==> config.mk <==
export PLATFORM = sky130hd
export DESIGN_NAME = utf8_substring_search_unit
export DESIGN_NICKNAME = d
export VERILOG_FILES = /design/src/rtl/core/u8ss_pkg.sv /design/src/rtl/core/u8ss_needle.sv /design/src/rtl/core/u8ss_front.sv /design/src/rtl/core/u8ss_outq.sv /design/src/rtl/core/utf8_substring_search_unit.sv
export SDC_FILE = /design/constraint.sdc
export NUM_CORES = 2
export LEC_CHECK = 0
export ABC_AREA = 1
export BUFFER_PORTS_ARGS = -buffer_cell sky130_fd_sc_hd__buf_4
export CORE_MARGIN = 4
export CORE_UTILIZATION = 45
export CTS_CLUSTER_SIZE = 20
export DETAILED_ROUTE_END_ITERATION = 10
export PLACE_DENSITY = 0.71
export SYNTH_ARGS = -nofsm -noshare
export SYNTH_HDL_FRONTEND = slang
export SYNTH_SLANG_ARGS = --single-unit
==> constraint.sdc <==
create_clock -name i_clk -period 21.5 [get_ports i_clk]
set_input_delay 1.075 -clock i_clk [delete_from_list [all_inputs] [get_ports i_clk]]
set_output_delay 1.075 -clock i_clk [all_outputs]
set_load 0.02 [all_outputs]
==> src/rtl/core/u8ss_pkg.sv <==
package u8ss_pkg;

    // Sizes of the needle, the text offsets and the result queue.
    localparam int NEEDLE_MAX_BYTES = 16;
    localparam int NIDX_W           = 4;
    localparam int NEEDLE_W         = 8 * NEEDLE_MAX_BYTES;
    localparam int LEN_W            = 5;
    localparam int CNT_W            = 5;
    localparam int OFF_W            = 21;
    localparam int CFG_IDX_W        = 3;
    localparam int CFG_DATA_W       = 64;
    localparam int QDEPTH           = 4;
    localparam int QPTR_W           = 2;
    localparam int QCNT_W           = 3;
    localparam int TDATA_OUT_W      = 72;

    localparam logic [OFF_W-1:0] TEXT_MAX_CODEPOINTS = 21'd1048576;

    // Configuration register indexes.
    localparam logic [CFG_IDX_W-1:0] CFG_MODE        = 3'd0;
    localparam logic [CFG_IDX_W-1:0] CFG_NEEDLE_LOW  = 3'd1;
    localparam logic [CFG_IDX_W-1:0] CFG_NEEDLE_HIGH = 3'd2;
    localparam logic [CFG_IDX_W-1:0] CFG_NEEDLE_LEN  = 3'd3;
    localparam logic [CFG_IDX_W-1:0] CFG_BOUND       = 3'd4;

    // Search modes.
    localparam logic [1:0] MODE_ALL   = 2'd0;
    localparam logic [1:0] MODE_FIRST = 2'd1;
    localparam logic [1:0] MODE_LAST  = 2'd2;

    // Summary status codes.
    localparam logic [1:0] ST_OK        = 2'd0;
    localparam logic [1:0] ST_NOT_FOUND = 2'd1;
    localparam logic [1:0] ST_INVALID   = 2'd2;
    localparam logic [1:0] ST_MALFORMED = 2'd3;

    // Result kinds.
    localparam logic KIND_MATCH   = 1'b0;
    localparam logic KIND_SUMMARY = 1'b1;

    // Sequence length codes of a UTF-8 lead byte.
    localparam logic [2:0] SEQ_BAD   = 3'd0;
    localparam logic [2:0] SEQ_ONE   = 3'd1;
    localparam logic [2:0] SEQ_TWO   = 3'd2;
    localparam logic [2:0] SEQ_THREE = 3'd3;
    localparam logic [2:0] SEQ_FOUR  = 3'd4;

    // Needle settings as seen by the scanner.
    typedef struct packed {
        logic [1:0]          mode;
        logic [NEEDLE_W-1:0] bytes;
        logic [LEN_W-1:0]    length;
        logic [OFF_W-1:0]    bound;
        logic [CNT_W-1:0]    ncp;
        logic                busy;
    } t_needle_cfg;

    // One result item.
    typedef struct packed {
        logic             kind;
        logic [OFF_W-1:0] mstart;
        logic [OFF_W-1:0] mend;
        logic [OFF_W-1:0] mcount;
        logic [1:0]       status;
        logic             last;
    } t_result;

    // Up to two result items produced by one accepted byte.
    typedef struct packed {
        logic [1:0] n;
        t_result    r0;
        t_result    r1;
    } t_push;

    // Sequence length announced by a lead byte, SEQ_BAD if it cannot lead.
    function automatic logic [2:0] utf8_seq_len(input logic [7:0] b);
        logic [2:0] len;
        if (b[7] == 1'b0) begin
            len = SEQ_ONE;
        end else if (b[7:5] == 3'b110) begin
            len = SEQ_TWO;
        end else if (b[7:4] == 4'b1110) begin
            len = SEQ_THREE;
        end else if (b[7:3] == 5'b11110) begin
            len = SEQ_FOUR;
        end else begin
            len = SEQ_BAD;
        end
        return len;
    endfunction

    function automatic logic is_cont(input logic [7:0] b);
        return b[7:6] == 2'b10;
    endfunction

    function automatic logic [7:0] needle_byte(input logic [NEEDLE_W-1:0] n,
                                               input logic [NIDX_W-1:0]   i);
        return n[{i, 3'b000} +: 8];
    endfunction

endpackage

==> src/rtl/core/u8ss_needle.sv <==
module u8ss_needle import u8ss_pkg::*; (
    input  logic                  i_clk,
    input  logic                  i_rst_n,
    input  logic                  i_cfg_valid,
    output logic                  o_cfg_ready,
    input  logic [CFG_IDX_W-1:0]  i_cfg_index,
    input  logic [CFG_DATA_W-1:0] i_cfg_data,
    output t_needle_cfg           o_cfg
);

    logic [1:0]          r_mode;
    logic [NEEDLE_W-1:0] r_bytes;
    logic [LEN_W-1:0]    r_len;
    logic [OFF_W-1:0]    r_bound;
    logic [CNT_W-1:0]    r_ncp;
    logic                r_busy;
    logic [LEN_W-1:0]    r_pos;
    logic [CNT_W-1:0]    r_cnt;

    logic                cfg_hit;
    logic [7:0]          b0, b1, b2, b3;
    logic [2:0]          need;
    logic [LEN_W-1:0]    n_pos;
    logic                len_bad;
    logic                step_fail;

    assign o_cfg_ready = 1'b1;

    // Only the five defined indexes touch the registers.
    assign cfg_hit = i_cfg_valid && (i_cfg_index <= CFG_BOUND);

    // One codepoint of the needle is checked per cycle.
    always_comb begin
        b0        = needle_byte(r_bytes, r_pos[NIDX_W-1:0]);
        b1        = needle_byte(r_bytes, r_pos[NIDX_W-1:0] + 4'd1);
        b2        = needle_byte(r_bytes, r_pos[NIDX_W-1:0] + 4'd2);
        b3        = needle_byte(r_bytes, r_pos[NIDX_W-1:0] + 4'd3);
        need      = utf8_seq_len(b0);
        n_pos     = r_pos + LEN_W'(need);
        len_bad   = (r_len == '0) || (r_len > LEN_W'(NEEDLE_MAX_BYTES));
        step_fail = (need == SEQ_BAD) || (n_pos > r_len)
                 || ((need >= SEQ_TWO) && !is_cont(b1))
                 || ((need >= SEQ_THREE) && !is_cont(b2))
                 || ((need == SEQ_FOUR) && !is_cont(b3));
    end

    // Register writes restart the codepoint count of the needle.
    always_ff @(posedge i_clk) begin
        if (!i_rst_n) begin
            r_mode  <= MODE_ALL;
            r_bytes <= '0;
            r_len   <= LEN_W'(1);
            r_bound <= '0;
            r_ncp   <= CNT_W'(1);
            r_busy  <= 1'b0;
            r_pos   <= '0;
            r_cnt   <= '0;
        end else if (cfg_hit) begin
            unique case (i_cfg_index)
                CFG_MODE:        r_mode <= i_cfg_data[1:0];
                CFG_NEEDLE_LOW:  r_bytes[CFG_DATA_W-1:0] <= i_cfg_data;
                CFG_NEEDLE_HIGH: r_bytes[NEEDLE_W-1:CFG_DATA_W] <= i_cfg_data;
                CFG_NEEDLE_LEN:  r_len <= i_cfg_data[LEN_W-1:0];
                CFG_BOUND:       r_bound <= i_cfg_data[OFF_W-1:0];
                default: begin
                end
            endcase
            r_busy <= 1'b1;
            r_pos  <= '0;
            r_cnt  <= '0;
        end else if (r_busy) begin
            priority if (len_bad) begin
                r_ncp  <= '0;
                r_busy <= 1'b0;
            end else if (r_pos >= r_len) begin
                r_ncp  <= r_cnt;
                r_busy <= 1'b0;
            end else if (step_fail) begin
                r_ncp  <= '0;
                r_busy <= 1'b0;
            end else begin
                r_pos <= n_pos;
                r_cnt <= r_cnt + CNT_W'(1);
            end
        end
    end

    assign o_cfg.mode   = r_mode;
    assign o_cfg.bytes  = r_bytes;
    assign o_cfg.length = r_len;
    assign o_cfg.bound  = r_bound;
    assign o_cfg.ncp    = r_ncp;
    assign o_cfg.busy   = r_busy;

endmodule

==> src/rtl/core/u8ss_front.sv <==
module u8ss_front import u8ss_pkg::*; (
    input  logic        i_clk,
    input  logic        i_rst_n,
    input  logic        i_fire,
    input  logic [7:0]  i_byte,
    input  logic        i_final,
    input  t_needle_cfg i_cfg,
    output t_push       o_push
);

    logic [7:0]       r_win [NEEDLE_MAX_BYTES];
    logic [NEEDLE_MAX_BYTES-1:0] r_bnd;
    logic [OFF_W-1:0] r_off;
    logic [1:0]       r_cl;
    logic [OFF_W-1:0] r_prev;
    logic [OFF_W-1:0] r_found;
    logic [OFF_W-1:0] r_bs;
    logic             r_bf;
    logic             r_mal;

    logic [7:0]       n_win [NEEDLE_MAX_BYTES];
    logic [NEEDLE_MAX_BYTES-1:0] n_bnd;
    logic [OFF_W-1:0] n_off;
    logic [1:0]       n_cl;
    logic [OFF_W-1:0] n_prev;
    logic [OFF_W-1:0] n_found;
    logic [OFF_W-1:0] n_bs;
    logic             n_bf;
    logic             n_mal;

    logic             lead;
    logic             complete;
    logic [2:0]       sl;
    logic [NIDX_W-1:0] lidx;
    logic             len_ok;
    logic [NEEDLE_MAX_BYTES-1:0] eq;
    logic             hit;
    logic [OFF_W-1:0] ncp_ext;
    logic [OFF_W-1:0] m_start;
    logic             rep;
    t_result          rep_r;
    t_result          sum_r;
    logic [OFF_W-1:0] eff;
    logic             bad;

    // Decode the byte against the open sequence and shift the window.
    always_comb begin
        sl       = utf8_seq_len(i_byte);
        n_cl     = r_cl;
        n_off    = r_off;
        n_mal    = r_mal;
        lead     = 1'b0;
        complete = 1'b0;
        if (r_cl != 2'd0) begin
            if (is_cont(i_byte)) begin
                n_cl     = r_cl - 2'd1;
                complete = (r_cl == 2'd1);
            end else begin
                n_mal = 1'b1;
                n_cl  = 2'd0;
                lead  = 1'b1;
            end
        end else begin
            lead = 1'b1;
        end
        if (lead) begin
            if (r_off >= TEXT_MAX_CODEPOINTS) begin
                n_mal = 1'b1;
            end else begin
                n_off = r_off + OFF_W'(1);
            end
            unique case (sl)
                SEQ_ONE:   complete = 1'b1;
                SEQ_TWO:   n_cl = 2'd1;
                SEQ_THREE: n_cl = 2'd2;
                SEQ_FOUR:  n_cl = 2'd3;
                default: begin
                    n_mal    = 1'b1;
                    complete = 1'b1;
                end
            endcase
        end
        n_win[0] = i_byte;
        for (int i = 1; i < NEEDLE_MAX_BYTES; i++) begin
            n_win[i] = r_win[i-1];
        end
        n_bnd = {r_bnd[NEEDLE_MAX_BYTES-2:0], lead};
        if (i_final && (n_cl != 2'd0)) begin
            n_mal = 1'b1;
        end
    end

    // Parallel compare of the newest needle-length bytes.
    always_comb begin
        lidx    = NIDX_W'(i_cfg.length - LEN_W'(1));
        len_ok  = (i_cfg.length != '0) && (i_cfg.length <= LEN_W'(NEEDLE_MAX_BYTES));
        ncp_ext = OFF_W'(i_cfg.ncp);
        for (int k = 0; k < NEEDLE_MAX_BYTES; k++) begin
            eq[k] = (LEN_W'(k) >= i_cfg.length)
                 || (n_win[lidx - NIDX_W'(k)] == needle_byte(i_cfg.bytes, NIDX_W'(k)));
        end
        hit = complete && !n_mal && (i_cfg.ncp != '0) && (n_off >= ncp_ext)
           && len_ok && n_bnd[lidx] && (&eq);
    end

    // Apply the mode to a match and build the summary.
    always_comb begin
        m_start = n_off - ncp_ext;
        n_prev  = r_prev;
        n_found = r_found;
        n_bs    = r_bs;
        n_bf    = r_bf;
        rep     = 1'b0;

        rep_r.kind   = KIND_MATCH;
        rep_r.mstart = m_start;
        rep_r.mend   = n_off;
        rep_r.mcount = '0;
        rep_r.status = ST_OK;
        rep_r.last   = !i_final;

        unique case (i_cfg.mode)
            MODE_ALL: begin
                if (hit && (m_start >= i_cfg.bound) && (m_start >= r_prev)) begin
                    n_prev       = n_off;
                    n_found      = r_found + OFF_W'(1);
                    rep          = 1'b1;
                    rep_r.mcount = n_found;
                end
            end
            MODE_FIRST: begin
                if (hit && !r_bf && (m_start >= i_cfg.bound)) begin
                    n_bf = 1'b1;
                    n_bs = m_start;
                    rep  = 1'b1;
                end
            end
            MODE_LAST: begin
                if (hit && (n_off <= i_cfg.bound)) begin
                    n_bf = 1'b1;
                    n_bs = m_start;
                end
            end
            default: begin
            end
        endcase

        eff = (i_cfg.bound > n_off) ? n_off : i_cfg.bound;
        if (i_cfg.mode == MODE_FIRST) begin
            bad = (n_off < ncp_ext) || (i_cfg.bound > n_off - ncp_ext);
        end else begin
            bad = (i_cfg.bound == '0) || (n_off < ncp_ext) || (eff < ncp_ext);
        end

        sum_r.kind   = KIND_SUMMARY;
        sum_r.mstart = '0;
        sum_r.mend   = '0;
        sum_r.mcount = '0;
        sum_r.status = ST_INVALID;
        sum_r.last   = 1'b1;
        priority if (i_cfg.ncp == '0) begin
            sum_r.status = ST_INVALID;
        end else if (n_mal) begin
            sum_r.status = ST_MALFORMED;
        end else if (i_cfg.mode == MODE_ALL) begin
            sum_r.mcount = n_found;
            sum_r.status = ST_OK;
        end else if ((i_cfg.mode == MODE_FIRST) || (i_cfg.mode == MODE_LAST)) begin
            if (n_bf) begin
                sum_r.mstart = n_bs;
                sum_r.mend   = n_bs + ncp_ext;
                sum_r.status = ST_OK;
            end else begin
                sum_r.status = bad ? ST_INVALID : ST_NOT_FOUND;
            end
        end else begin
            sum_r.status = ST_INVALID;
        end

        o_push.n  = i_fire ? ({1'b0, rep} + {1'b0, i_final}) : 2'd0;
        o_push.r0 = rep ? rep_r : sum_r;
        o_push.r1 = sum_r;
    end

    // The window bytes are only trusted where a boundary flag covers them.
    always_ff @(posedge i_clk) begin
        if (i_fire) begin
            for (int i = 0; i < NEEDLE_MAX_BYTES; i++) begin
                r_win[i] <= n_win[i];
            end
        end
    end

    // Per-text state, cleared after the final byte.
    always_ff @(posedge i_clk) begin
        if (!i_rst_n) begin
            r_bnd   <= '0;
            r_off   <= '0;
            r_cl    <= 2'd0;
            r_prev  <= '0;
            r_found <= '0;
            r_bs    <= '0;
            r_bf    <= 1'b0;
            r_mal   <= 1'b0;
        end else if (i_fire) begin
            if (i_final) begin
                r_bnd   <= '0;
                r_off   <= '0;
                r_cl    <= 2'd0;
                r_prev  <= '0;
                r_found <= '0;
                r_bs    <= '0;
                r_bf    <= 1'b0;
                r_mal   <= 1'b0;
            end else begin
                r_bnd   <= n_bnd;
                r_off   <= n_off;
                r_cl    <= n_cl;
                r_prev  <= n_prev;
                r_found <= n_found;
                r_bs    <= n_bs;
                r_bf    <= n_bf;
                r_mal   <= n_mal;
            end
        end
    end

endmodule

==> src/rtl/core/u8ss_outq.sv <==
module u8ss_outq import u8ss_pkg::*; (
    input  logic    i_clk,
    input  logic    i_rst_n,
    input  t_push   i_push,
    input  logic    i_ready,
    output logic    o_valid,
    output t_result o_head,
    output logic    o_room
);

    t_result           r_mem [QDEPTH];
    logic [QPTR_W-1:0] r_wr;
    logic [QPTR_W-1:0] r_rd;
    logic [QCNT_W-1:0] r_count;
    logic              pop;

    assign o_valid = (r_count != '0);
    assign o_head  = r_mem[r_rd];
    assign pop     = o_valid && i_ready;

    // Room for the two items a final byte can bring.
    assign o_room  = (r_count <= QCNT_W'(QDEPTH - 2));

    // Queue storage.
    always_ff @(posedge i_clk) begin
        if (i_push.n != 2'd0) begin
            r_mem[r_wr] <= i_push.r0;
        end
        if (i_push.n == 2'd2) begin
            r_mem[r_wr + QPTR_W'(1)] <= i_push.r1;
        end
    end

    // Pointers and fill count.
    always_ff @(posedge i_clk) begin
        if (!i_rst_n) begin
            r_wr    <= '0;
            r_rd    <= '0;
            r_count <= '0;
        end else begin
            r_wr    <= r_wr + QPTR_W'(i_push.n);
            r_rd    <= r_rd + QPTR_W'(pop);
            r_count <= r_count + QCNT_W'(i_push.n) - QCNT_W'(pop);
        end
    end

`ifndef SYNTHESIS
    a_count_bound: assert property (@(posedge i_clk) disable iff (!i_rst_n)
        r_count <= QCNT_W'(QDEPTH))
        else $error("result queue count beyond depth");

    a_no_overflow: assert property (@(posedge i_clk) disable iff (!i_rst_n)
        (i_push.n != 2'd0) |-> ((QCNT_W + 1)'(r_count) + (QCNT_W + 1)'(i_push.n)
                                <= (QCNT_W + 1)'(QDEPTH)))
        else $error("result push overflows the queue");

    a_pop_drains: assert property (@(posedge i_clk) disable iff (!i_rst_n)
        (pop && (i_push.n == 2'd0)) |=> (r_count == $past(r_count) - QCNT_W'(1)))
        else $error("result queue count did not drop after a pop");
`endif

endmodule

==> src/rtl/core/utf8_substring_search_unit.sv <==
// Channel  | Direction | Handshake               | Payload
// s_axis   | in        | tvalid / tready         | tdata: text_byte, tlast: final_byte
// m_axis   | out       | tvalid / tready         | tdata: match fields, tuser: result_kind,
//          |           |                         | tlast: last_result
// cfg      | in        | valid / ready           | index, data (register write)
//
// One text byte is taken per cycle; match compare and UTF-8 decode finish in that cycle.
// Results pass through a four-item queue drained one item per cycle while m_axis_tready is
// high, so a final byte with a match (two items) fills two queue slots at once.
// Input stalls while the queue holds more than two items, and after a register write
// while the needle is walked one codepoint per cycle.
// Reset is synchronous, active low; it restores register defaults and clears the per-text
// state apart from the byte window, whose boundary flags it does clear.
module utf8_substring_search_unit import u8ss_pkg::*; (
    input  logic                   i_clk,
    input  logic                   i_rst_n,
    input  logic                   i_s_axis_tvalid,
    output logic                   o_s_axis_tready,
    input  logic [7:0]             i_s_axis_tdata,   // [7:0] text_byte
    input  logic                   i_s_axis_tlast,
    output logic                   o_m_axis_tvalid,
    input  logic                   i_m_axis_tready,
    output logic [TDATA_OUT_W-1:0] o_m_axis_tdata,   // [20:0] match_start, [41:21] match_end,
                                                     // [62:42] match_total, [64:63] status
    output logic                   o_m_axis_tuser,   // [0] result_kind
    output logic                   o_m_axis_tlast,
    input  logic                   i_cfg_valid,
    output logic                   o_cfg_ready,
    input  logic [CFG_IDX_W-1:0]   i_cfg_index,
    input  logic [CFG_DATA_W-1:0]  i_cfg_data
);

    t_needle_cfg cfg;
    t_push       push;
    t_result     head;
    logic        room;
    logic        fire;

    // Needle registers and codepoint count.
    u8ss_needle u_needle (
        .i_clk       (i_clk),
        .i_rst_n     (i_rst_n),
        .i_cfg_valid (i_cfg_valid),
        .o_cfg_ready (o_cfg_ready),
        .i_cfg_index (i_cfg_index),
        .i_cfg_data  (i_cfg_data),
        .o_cfg       (cfg)
    );

    // Input handshake.
    assign o_s_axis_tready = room && !cfg.busy;
    assign fire            = i_s_axis_tvalid && o_s_axis_tready;

    // Decode and match front end.
    u8ss_front u_front (
        .i_clk   (i_clk),
        .i_rst_n (i_rst_n),
        .i_fire  (fire),
        .i_byte  (i_s_axis_tdata),
        .i_final (i_s_axis_tlast),
        .i_cfg   (cfg),
        .o_push  (push)
    );

    // Result queue toward the output channel.
    u8ss_outq u_outq (
        .i_clk   (i_clk),
        .i_rst_n (i_rst_n),
        .i_push  (push),
        .i_ready (i_m_axis_tready),
        .o_valid (o_m_axis_tvalid),
        .o_head  (head),
        .o_room  (room)
    );

    assign o_m_axis_tdata = {7'b0, head.status, head.mcount, head.mend, head.mstart};
    assign o_m_axis_tuser = head.kind;
    assign o_m_axis_tlast = head.last;

endmodule

# == Word-level counts from Yosys, hierarchy flattened ==
# Memory sizes are Yosys's and may differ from the RTL's. A register that Yosys moved wholly into a read port is not among the register bits.
# Index checks and enable logic that the tools add are counted.
# op_classes
addsub,32
magnitude_cmp,50
n_eq_ne,39
n_shift,4
mux,130
bitwise_logic,21
n_reduce_logical,79
# ops
operator,count
binary-select mux 8 bit (select 4 bit),16
indexed part select 128 x 8 -> 8 bit,4
2-to-1 mux 21 bit,16
2-to-1 mux 8 bit,32
== test 8 bit,16
2-to-1 mux 42 bit,3
2-to-1 mux 63 bit,2
>= comparator 5 bit (second input constant),16
inverter 4 -> 5 bit,16
2-to-1 mux 67 bit,1
adder 21 x 1 -> 21 bit (second input constant),2
>= comparator 21 bit,2
> comparator 21 bit,2
< comparator 21 x 5 -> 1 bit,2
one-hot mux 21 bit (2 select lines),1
>= comparator 4 x 5 -> 1 bit (first input constant),8
subtractor 4 bit (second input constant),8
2-to-1 mux 1 bit,31
logical OR 1 bit,25
2-to-1 mux 2 bit,12
2-to-1 mux 3 bit,8
adder 21 x 5 -> 21 bit,1
>= comparator 21 bit (second input constant),1
>= comparator 21 x 5 -> 1 bit,1
other kinds (56),129
# word_totals
ff_bits,282
ram_bits,396
in_bits,81
out_inout_bits,77
elab_cells,377
n_memories,2
# memory_table
memory,depth,word_bits,read_ports,rd_ports_with_merged_regs,write_ports,line_no,source
u_outq.r_mem,4,67,1,1,2,u8ss_outq.sv:11,t_result r_mem [QDEPTH];
u_front.r_win,16,8,15,0,16,u8ss_front.sv:11,logic [7:0] r_win [NEEDLE_MAX_BYTES];

# == Logic depth before layout (Yosys ltp) ==
# logic_depth
depth_word,29
depth_mapped,55
ltp_nobuf,55

# == Cells and area by module ==
# Synthesis repeated with hierarchy kept, for this count alone.
# hier_totals
hier_cells,6923
area_unflattened_um2,45961.6
# by_module_without_submodules
mod,instances,cells_each,area_each_um2,seq_area_each_um2
u8ss_front,1,4391,24678.7,5665.4
u8ss_outq,1,1371,13245.2,8187.9
u8ss_needle,1,1148,7957.6,3443.3
utf8_substring_search_unit,1,13,80.1,0.0

# == Worst setup path after synthesis ==
# No wires, ideal clock.
# synth_timing
kind,in2reg
from,input port i_s_axis_tdata[6]
to,"memory u_outq.r_mem[0][1] (netlist name), data pin"
setup_ns,0.148
t_arrival_ns,8.877
t_required_ns,21.352
setup_slack_ns,12.475
cell_stages,40
path_buffers,1
path_cell_list,inv_1 -> nand3_4 -> nand2_4 -> xor2_1 -> ha_1 -> inv_1 -> fa_1 -> nand3_1 -> nand2_1 -> nand2_1 -> nand2_1 -> nor2_1 -> nand2_1 -> nor4_1 -> nand3_1 -> xor2_1 -> ha_1 -> nand4_1 -> [4 not listed] -> nand2_4 -> and2_1 -> nand2_1 -> nor2_2 -> inv_2 -> nand2_1 -> buf_1 -> ha_1 -> inv_1 -> nor2_1 -> inv_1 -> nor2_1 -> inv_1 -> nor2_1 -> clkinv_1 -> nand2_1 -> o21ai_1 -> nor2_1
# synth_lines
element,line_no,source
from (decl),utf8_substring_search_unit.sv:19,"input logic [7:0] i_s_axis_tdata,"
to (decl),u8ss_outq.sv:11,

==> flow_summary.yaml <==
clocking:
  clk_pin_slew_ns: 0.06
  cts_root_buf: "clkbuf_16"
  cts_setup_buffers: 0
  clock-sinks: 670
  cts.path.max_buffers: 3
  cts_resized: 0
  clock_latency_ns: 0.69
  cts_tree: "done"
  numCtsBuffers: 77
  htreeDepth: 3
  cts_hold_buf: 0
synth:
  synth_edf_count: 380
  postSynth.asyncResetShare_pct: 0
  synth_top_area_share_pct: 25.7
  synth_seq_area_share_pct: 38.8
  synth_most_common_cell: "nand2_1"
  ys_types: 72
  synth_ff_type: "edfxtp_1"
  synth_area_leaders: "edfxtp_1 26%, nand2_1 18%, dfxtp_1 13%, nand3_1 8.0%, o21ai_0 6.4%"
  yosysTopAreaCell: "edfxtp_1"
  synth_commonest_cells: "2088 x nand2_1, 706 x nand3_1, 571 x o21ai_0"
  avgSynthCellArea_sq_um: 6.88
  ys_warn_count: 0
  synth_cells: 6452
  ys_ff_latch: 670
  syn_area_sq_mm: 0.0444
place:
  gp_congestion: 1.03
  dpl.hpwl_microns: 132000
  dp_cells: 7584
  port-buffer-count: 149
  dpl_cell_area_sq_mm: 0.0459
finish:
  fin_nets: 6587
  syn_to_final_growth_pct: 9.64
  drive_above_1_share_pct: 7.86
  fin_cells: 7725
  final_core_util_pct: 50.0
  fin_area_sq_mm: 0.0486
drt:
  drt-pass1-iter-count: 7
  drtAntennaViolNets: 0
  dr.first_iter.drc_count: 7178
  num_vias: 46300
  finalWirelength_microns: 181000
  drc_errors: 0
  via_per_inst: 5.99
  wl_per_cell_microns: 23.4
hold_path:
  hold_end: "u_outq.r_mem[2][66]"
  min_path_type: "register to register"
  whs_path_depth: 2
  min_from: "u_outq.r_mem[2][66]"
grt:
  antenna_found_initial: 3
  grt_max_degree: 96
  gr-total-overflow: 0
  grt_pass1_wl_microns: 263000
  grt_pass1_vias: 40300
  grt_use_total_pct: 33.7
power_and_ir_drop:
  p_per_area_mw_per_mm2: 100
  switching_share_pct: 41.8
  p_int_mw: 2.84
  power_leakage_nw: 20.6
  switchingPower_mw: 2.04
  p_seq_share_pct: 32.0
  ir_drop_mv: 0.0668
  p_comb_share_pct: 38.6
  power.share.clock_pct: 29.4
timing:
  tns_ns: 0
  hold-worst-slack_ns: 0.453
  worst_slew_pin_slew_ns: 1.38
  fmax_mhz: 95.3
  max-slew-margin-rel_pct: 7.98
  clock_skew_ns: 0.0345
  finalHoldViolations: 0
  rsz0062_at_grt: "false"
  period_minus_slack_ns: 10.50
  period_share_pct: 48.8
  slew_violations: 0
  setup_viol: 0
critical_path:
  crit_required_ns: 22.05
  r2r_end: "u_outq.r_mem[3][1]"
  worstReg2RegStart: "u_needle.r_len[0]"
  reg2reg_depth: 39
  crit_path_max_incr_delay_ns: 0.83
  crit_arrival_ns: 11.04
  critPathLaunchType: "register"
  critical_path.most_common_cell: "nand2_1"
  critical-path-slowest-cell: "nand2_4"
  crit_type: "register to register"
  cp-end-kind: "register"
  cp_max_fo: 75
  ff2ff_setup_slack_ns: 11.00
die:
  coreArea_sq_mm: 0.0973
  ios: 158
  dieWidth_microns: 322
  fp-row-count: 114
  die-area_sq_mm: 0.104
  start_util_pct: 45.6
  chipHeight_microns: 322
status:
  outcome: "finished clean"
job:
  maxCapViolCount: 0
worst max-delay path: cells and delay by family, from the launching register on:
family / cells / cell delay [ns]
compound gates: 3 / 1.39
fa+ha+maj: 2 / 0.51
buf+inv: 11 / 3.44
flops: 1 / 0.66
simple gates: 23 / 4.16
cell usage in the layout, fill, tap and decap left out, drive strengths merged, types with 4 or more instances in the layout:
| master | synthesis | final |
|---|---|---|
| a31oi | 8 | 8 |
| nand4 | 46 | 46 |
| o21a | 11 | 11 |
| buf | 137 | 197 |
| o22ai | 165 | 165 |
| or2 | 13 | 13 |
| and2 | 9 | 9 |
| clkinv | 10 | 37 |
| o211ai | 31 | 31 |
| clkinvlp | 0 | 4 |
| nand2 | 2150 | 2150 |
| bufinv | 0 | 10 |
| conb | 2 | 8 |
| inv | 508 | 510 |
| dfxtp | 290 | 290 |
| o31ai | 10 | 10 |
| clkbuf | 210 | 97 |
| o21ai | 647 | 647 |
| xnor2 | 7 | 7 |
| ha | 115 | 115 |
| nand3b | 34 | 34 |
| nor4 | 9 | 9 |
| o21bai | 4 | 4 |
| a211oi | 9 | 9 |
| edfxtp | 380 | 380 |
| nand3 | 720 | 720 |
| a21oi | 312 | 312 |
| xor2 | 38 | 38 |
| nor3 | 22 | 22 |
| fa | 4 | 4 |
| nor2 | 522 | 522 |
flip-flops by register name, summed over array words and instances (netlist names), 3 cells and up:
| signal | count |
|---|---|
| u_front.r_prev | 21 |
| u_front.r_found | 21 |
| u_needle.r_pos | 5 |
| u_needle.r_cnt | 5 |
| u_front.r_bnd | 15 |
| u_outq.r_count | 3 |
| u_outq.r_mem | 268 |
| u_front.r_bs | 21 |
| u_needle.r_len | 5 |
| u_needle.r_ncp | 5 |
| u_needle.r_bound | 21 |
| u_front.r_win | 120 |
| u_front.r_off | 21 |
| u_needle.r_bytes | 128 |
routing by layer:
metal / GRT usage, % / part of all wire, % / vias up
li1: - / - / 21400
met1: 49.2 / 42 / 21500
met2: 48.3 / 41 / 3001
met3: 7.99 / 13 / 334
met4: 12.2 / 3.9 / 4
met5: 0 / 0.015 / -
power groups by stage:
| stage | Sequential, mW | Clock, mW | Combinational (mW) |
|---|---|---|---|
| 2_1_floorplan | 1.54 | 0 | 1.18 |
| 3_3_place_gp | 1.58 | 0 | 1.80 |
| 3_5_place_dp | 1.58 | 0 | 1.82 |
| 4_1_cts | 1.56 | 1.44 | 1.83 |
| 5_1_grt | 1.57 | 1.49 | 2.03 |
| 6_report | 1.56 | 1.44 | 1.88 |
worst max path at each step:
stage	startpoint	depth (start not counted)	slack, ns	end
final	u_needle.r_len[0]	39	11.00	u_outq.r_mem[3][1]
after global routing	u_needle.r_len[0]	39	10.51	u_outq.r_mem[3][1]
after CTS	u_needle.r_len[0]	41	11.34	u_outq.r_mem[3][1]
after detailed placement	i_s_axis_tdata[6]	40	11.26	u_outq.r_mem[3][1]
after global placement	u_needle.r_len[0]	41	11.50	u_outq.r_mem[3][1]
after floorplan	i_s_axis_tdata[6]	40	12.47	u_outq.r_mem[0][1]
metrics by stage:
step                      power [mW]  worst slack (ns)
after floorplan                 2.72             12.47
after global placement          3.38             11.50
after detailed placement        3.40             11.26
after CTS                       4.83             11.34
after global routing            5.10             10.51
final                           4.89             11.00
layout make-up:
| class | count | area, sq um |
|---|---|---|
| Fill cell | 9739 | 48600 |
| Multi-Input combinational cell | 4923 | 23600 |
| Sequential cell | 670 | 17200 |
| Clock buffer | 97 | 2150 |
| Inverter | 518 | 1950 |
| Tap cell | 1276 | 1600 |
| Timing Repair Buffer | 197 | 1480 |
| Clock inverter | 43 | 597 |
| Antenna cell | 1 | 2.50 |
kinds of logic (layout without fill, tap and decap cells):
kind of cell	Yosys count	count (layout)	synth area share [%]
adders and majority gates	119	119	3.42
other	2	9	0.0169
DFF	670	670	38.8
muxes	2	2	0.0479
buffers and inverters	865	855	8.14
AOI/OAI and AO/OA	1219	1219	15.0
and+or+nand+nor	3530	3530	33.7
xor gates and xnor gates	45	45	0.905
No activity file was read; power rests on OpenSTA's default activity.
